===== config.mk =====
export PLATFORM = sky130hd
export DESIGN_NAME = svil_cell
export DESIGN_NICKNAME = d
export VERILOG_FILES = /design/src/rtl/svil_pkg.sv /design/src/rtl/svil_cell.sv
export SDC_FILE = /design/constraint.sdc
export NUM_CORES = 1
export LEC_CHECK = 0
export BUFFER_PORTS_ARGS = -buffer_cell sky130_fd_sc_hd__buf_4
export CAP_MARGIN = 20
export CORE_MARGIN = 5
export CORE_UTILIZATION = 47
export CTS_BUF_LIST = sky130_fd_sc_hd__clkbuf_2 sky130_fd_sc_hd__clkbuf_4 sky130_fd_sc_hd__clkbuf_8
export CTS_CLUSTER_DIAMETER = 100
export DETAILED_ROUTE_END_ITERATION = 8
export PLACE_DENSITY = 0.93
export SYNTH_ARGS = -nofsm -noshare
export SYNTH_HDL_FRONTEND = slang
export SYNTH_SLANG_ARGS = --single-unit

===== constraint.sdc =====
create_clock -name clk -period 4.1 [get_ports clk]
set_input_delay 1.025 -clock clk [delete_from_list [all_inputs] [get_ports clk]]
set_output_delay 1.025 -clock clk [all_outputs]
set_load 0.01 [all_outputs]

===== src/rtl/svil_pkg.sv =====
// Shared types and constants for the sorted value index lookup block.
// Used by svil_cell, svil_or_tree and sorted_value_index_lookup; no dependencies.
`default_nettype none

package svil_pkg;

	localparam int DEF_ENTRIES = 256;
	localparam int VALUE_W     = 32;
	localparam int INDEX_W     = 8;
	localparam int COUNT_W     = 9;
	localparam int KIND_W      = 2;
	localparam int TREE_FANIN  = 16;
	localparam int TREE_LG     = 4;

	localparam logic [KIND_W-1:0] KIND_CLEAR  = 2'd0;
	localparam logic [KIND_W-1:0] KIND_APPEND = 2'd1;
	localparam logic [KIND_W-1:0] KIND_LOOKUP = 2'd2;

	// Broadcast from the controller to every cell of the chain.
	typedef struct packed {
		logic                      ins_en;
		logic signed [VALUE_W-1:0] value;
	} cell_cmd_t;

	// Per-cell match report; at most one cell sets hit, so an OR tree merges them.
	typedef struct packed {
		logic               hit;
		logic [INDEX_W-1:0] idx;
		logic               dup;
	} match_t;

	localparam int MATCH_W = $bits(match_t);

	// Registered levels of the fanin-16 OR tree for n leaves.
	function automatic int tree_levels(input int n);
		int lg;
		lg = $clog2(n);
		return (lg + TREE_LG - 1) / TREE_LG;
	endfunction

endpackage

`default_nettype wire


===== src/rtl/svil_cell.sv =====
// One slot of the sorted table chain: holds a value and its arrival position.
// Uses svil_pkg; takes its left neighbor's data when an insert shifts the row.
`default_nettype none

module svil_cell #(
	parameter int IDX   = 0,
	parameter int POS_W = 8,
	parameter int CNT_W = 9
) (
	input  wire                                      clk,
	input  wire  svil_pkg::cell_cmd_t                cmd,
	input  wire  [CNT_W-1:0]                         count,
	input  wire  [POS_W-1:0]                         new_pos,
	input  wire                                      left_ins,
	input  wire                                      left_eq,
	input  wire  signed [svil_pkg::VALUE_W-1:0]      left_val,
	input  wire  [POS_W-1:0]                         left_pos,
	output logic                                     ins,
	output logic                                     eq,
	output logic signed [svil_pkg::VALUE_W-1:0]      val,
	output logic [POS_W-1:0]                         pos,
	output svil_pkg::match_t                         match
);

	logic signed [svil_pkg::VALUE_W-1:0] val_q;
	logic [POS_W-1:0]                    pos_q;
	svil_pkg::match_t                    match_q;
	logic                                occ;

	always_comb begin
		occ = CNT_W'(IDX) < count;
		eq  = occ && (val_q == cmd.value);
		// insertion point and everything above it: empty or strictly greater
		ins = !occ || (val_q > cmd.value);
	end

	always_ff @(posedge clk) begin
		if (cmd.ins_en && ins) begin
			if (left_ins) begin
				val_q <= left_val;
				pos_q <= left_pos;
			end else begin
				val_q <= cmd.value;
				pos_q <= new_pos;
			end
		end
		// equal values sit together, so the first of a run is the only hit
		match_q.hit <= eq && !left_eq;
		match_q.idx <= (eq && !left_eq) ? svil_pkg::INDEX_W'(pos_q) : '0;
		match_q.dup <= eq;
	end

	assign val   = val_q;
	assign pos   = pos_q;
	assign match = match_q;

endmodule

`default_nettype wire


## Word-level counts from Yosys, hierarchy flattened

Cells that the tools add are included.

| word-level totals | value |
|---|---|
| bits of input ports | 93 |
| register bits after elaboration | 50 |
| output and inout port bits | 52 |

| cells by class | value |
|---|---|
| equality and inequality tests | 1 |
| muxes and demuxes | 2 |
| reductions and logical operators | 6 |
| magnitude comparators | 2 |

Operator list:

| operator | count |
|---|---|
| 32-bit equality test | 1 |
| 32-bit greater-than comparator | 1 |
| 32-bit 2-to-1 mux | 1 |
| 1-bit by 9-bit < comparator with 1-bit output (first input constant) | 1 |
| 8-bit 2-to-1 mux | 1 |
| 1-bit logical AND | 3 |
| 1-bit logical NOT | 2 |
| 1-bit logical OR | 1 |

## Depth between registers and ports, before layout

| depth | value |
|---|---|
| word-level depth | 4 |
| gate-level depth with buffers | 8 |
| gate-level depth less buffers | 8 |

## Least setup slack after synthesis

Ideal clock, no wire load.

| path | value |
|---|---|
| path kind | input to register |
| from | in cmd[30] (netlist bit) |
| to | reg pos_q[0] (netlist: pos[0]), enable pin |
| path buffers | 0 |
| data arrival time | 3.159 ns |
| cell stages on the path | 8 |
| slack | 0.539 ns |
| path through | inv_1 ha_1 a21oi_1 a21oi_1 a211oi_1 o211ai_1 a31oi_1 and3b_1 |

| between the ends | value |
|---|---|
| word-level cells in the longest chain between the ends | 3 |

Ends and longest elaborated chain:

| element | line | source |
|---|---|---|
| from (decl) | svil_cell.sv:11 | `input wire svil_pkg::cell_cmd_t cmd,` |
| 32-bit greater-than comparator | svil_cell.sv:34 | `ins = !occ \|\| (val_q > cmd.value);` |
| 1-bit logical OR | svil_cell.sv:34 |  |
| 1-bit logical AND | svil_cell.sv:38 | `if (cmd.ins_en && ins) begin` |
| to (signal assigned) | svil_cell.sv:41 | `pos_q <= left_pos;` |
| to (signal assigned) | svil_cell.sv:44 | `pos_q <= new_pos;` |
| to (decl) | svil_cell.sv:26 | `logic [POS_W-1:0] pos_q;` |

Every way passes these cells.
A chain may end at the register's enable or synchronous reset.

## Worst setup path in the final report

| path | value |
|---|---|
| from | in cmd[30] (netlist bit) |
| to | out ins |

| between the ends | value |
|---|---|
| word-level cells in the longest chain between the ends | 2 |

Ends and longest elaborated chain:

| element | line | source |
|---|---|---|
| 32-bit greater-than comparator | svil_cell.sv:34 |  |
| 1-bit logical OR | svil_cell.sv:34 |  |
| to (decl) | svil_cell.sv:18 | `output logic ins,` |

Every way passes these cells.

==> impl_results.md <==
* Core area at 0.005851 mm2
* Synth Area in Simple Gates at 14.68%
* Xor and xnor area share after synthesis at 0%
* RSZ-0062 raised after global routing: false
* Yosys top cell by area: edfxtp_1
* Clk buf depth at 2
* Clk slew on worst S/H paths at 0.09 ns
* Yosys cell types at 32
* Dpl cells at 475
* Async SR Flop Fraction at 0%
* Cell-by-cell listing of the critical path: buf_4, inv_1, ha_1, nand4_4, nor4_1, and4b_1, a31oi_1, nor2b_1, buf_4
* DR pass1 iterations at 4
* Layout net count at 532
* Power Density at 316.0 mW/mm2
* TNS Setup at 0 ns
* Critical path peak fanout at 5
* Crit. Startpoint: cmd[30]
* Main combinational cell family by area after synthesis: simple AND/OR/NAND/NOR gates
* Critical path required time at 3.07 ns
* Synth warnings at 0
* Fmax at 0.2687 GHz
* Total power at 1271 uW
* Post-Layout Cell Count at 483
* CTS tree: built
* Slew margin rel. at 37.65%
* Syn Area/Cell at 10.55 um2
* Hold Buf Count CTS at 0
* Layout cells sized above 1 at 41.42%
* Global-route wire length before repair at 11350 um
* Shortest clock period the worst path allows after layout at 3.721 ns
* CP max stage delay at 0.44 ns
* Vias at 2434
* # clock sinks at 50
* Peak VDD IR at 152.5 uV
* Vias in the first global route at 2530
* Mapped Cells at 264
* Complex-gate fraction of the synthesized area at 11.36%
* Drt initial violations at 90
* Setup bufs post-CTS at 0
* Synth Flop Type: edfxtp_1
* Ant diodes at 0
* Dpl cell area at 0.003933 mm2
* Worst-Skew Late Latency at 0.30 ns
* Hold Path Class: register to register
* Status: finished clean
* Hold path startpoint: pos[2]
* Starting density of the core at 47.63%
* Most frequent CP cell: buf_4
* Initial antenna violation count at 0
* Largest net degree at the start of global routing at 72
* Syn nets at 389
* Total track usage at 19.13%
* Setup CP Type: primary input to output port
* Worst R2R Start: val[30]
* Final period util at 90.76%
* Syn-to-layout area delta at 44.36%
* Chip Width at 87.00 um
* Final antenna-violating net count at 0
* Synth top area cells: edfxtp_1, ha_1, dfxtp_1, o21ai_0, nand2_1
* Fin. Hold Viols at 0
* Detailed-route DRC error count at 0
* Final HPWL DP at 5903 um
* Max-cap viol count at 0
* Root Driver: clkbuf_8
* Vias per cell at 5.039
* Final Cell Area at 0.004023 mm2
* Post-DR wirelength/cell at 15.02 um
* Cell leakage power at 0.001932 uW
* Crit path launch type: primary input
* H-tree Lvls at 2
* Gr ovfl total at 0
* Row count at 28
* Die Area at 0.007568 mm2
* Setup crit end kind: output port
* Post-Syn Area at 0.002786 mm2
* Ports at 145
* Post-Synth Adder-Cell Area at 14.37%
* EDFF count, synth at 40
* Gpl congestion at 0.7584
* Commonest cells in the netlist: edfxtp_1, nand2_1, inv_1
* Post-synthesis mux area share at 3.637%
* WL final at 7254 um
* Worst-margin pin slew at 0.9353 ns
* CP max-delay cell: nor4_1
* Post-CTS Resized at 0
* WP data arrival at 2.70 ns
* Fin. max-slew vios at 0
* Share of the synthesized area in the top cell type at 43.11%
* Seq cells post-synth at 50
* Die span in y at 87.00 um
* Most frequent cell after synthesis: edfxtp_1
* Clk_skew at 0.01550 ns
* Sequential area share after synthesis at 50.29%
* CTS Buf Count at 5
* I/O Buffers at 144
* Final setup viols at 0
kinds of logic after synthesis:
family,count (synthesis)
buffers and inverters,42
AOI/OAI and AO/OA,58
muxes,9
adders and majority gates,32
and+or+nand+nor,73
DFF,50
sequential cells by signal, indices dropped and copies added (netlist names):
name	cells
val	32
match	10
pos	8
cells in the final DEF, fill, tap and decap left out, types with 2 or more instances in the layout:
cell | synthesis | final
nand4_2 | 2 | 2
edfxtp_1 | 40 | 40
a211oi_1 | 4 | 4
dfxtp_1 | 10 | 10
nor2_1 | 4 | 4
clkbuf_8 | 0 | 5
o21ai_0 | 33 | 33
nand3_1 | 3 | 3
buf_4 | 0 | 144
nand4_1 | 5 | 5
and2_1 | 8 | 8
nand2_1 | 39 | 39
nor4_1 | 2 | 2
inv_1 | 34 | 34
ha_1 | 32 | 32
mux2_2 | 9 | 9
a21oi_1 | 14 | 14
nor3_1 | 2 | 2
stage by stage:
step / setup slack (ns) / hold WS, ns / util, %
5_1_grt: 0.3064 / 0.5032 / 68.76
4_1_cts: 0.3791 / 0.4817 / 68.76
3_3_place_gp: 0.4802 / 0.4564 / 67.22
2_1_floorplan: 0.5392 / 0.5239 / -
3_5_place_dp: 0.3833 / 0.4597 / 67.22
6_report: 0.3790 / 0.4804 / 68.76
final timing paths:
path | to | slack (ns) | depth (start not counted)
setup / recovery | ins | 0.38 | 9
hold / removal | match[3] | 0.48 | 1
setup reg to reg | val[19] | 1.24 | 7
hold reg to reg | match[3] | 0.48 | 1
final cells by class:
| class | count | area [um2] |
|---|---|---|
| sequential | 50 | 1401 |
| inverter | 34 | 127.6 |
| fill | 464 | 1828 |
| tap | 75 | 93.84 |
| clock buffer | 6 | 76.32 |
| timing repair buffer | 144 | 1081 |
| multi-input combinational | 172 | 1229 |
| clock inverter | 2 | 13.76 |
report_power, final:
group          leakage, uW  internal [uW]  switching, uW  total, uW
clock network    0.0000490            129            168        297
logic              0.00142            173            168        341
registers         0.000460            610           23.7        633
metal layers:
| metal | global-route usage (%) | up-vias | routed length, um |
|---|---|---|---|
| met5 | 0 | - | 0 |
| met4 | 5.949 | 0 | 108 |
| met3 | 6.717 | 12 | 712 |
| met2 | 35.27 | 93 | 3874 |
| met1 | 20.21 | 1107 | 2559 |
| li1 | - | 1222 | - |
worst max-delay path, delay by kind of cell:
| family | cells | cell delay, ns |
|---|---|---|
| AO/OA/AOI/OAI | 1 | 0.05 |
| buffers and inverters | 3 | 0.28 |
| AND/OR/NAND/NOR | 4 | 1.00 |
| adder cells (fa/ha/maj) | 1 | 0.35 |
Note: power is estimated with default switching activity, not from simulation.
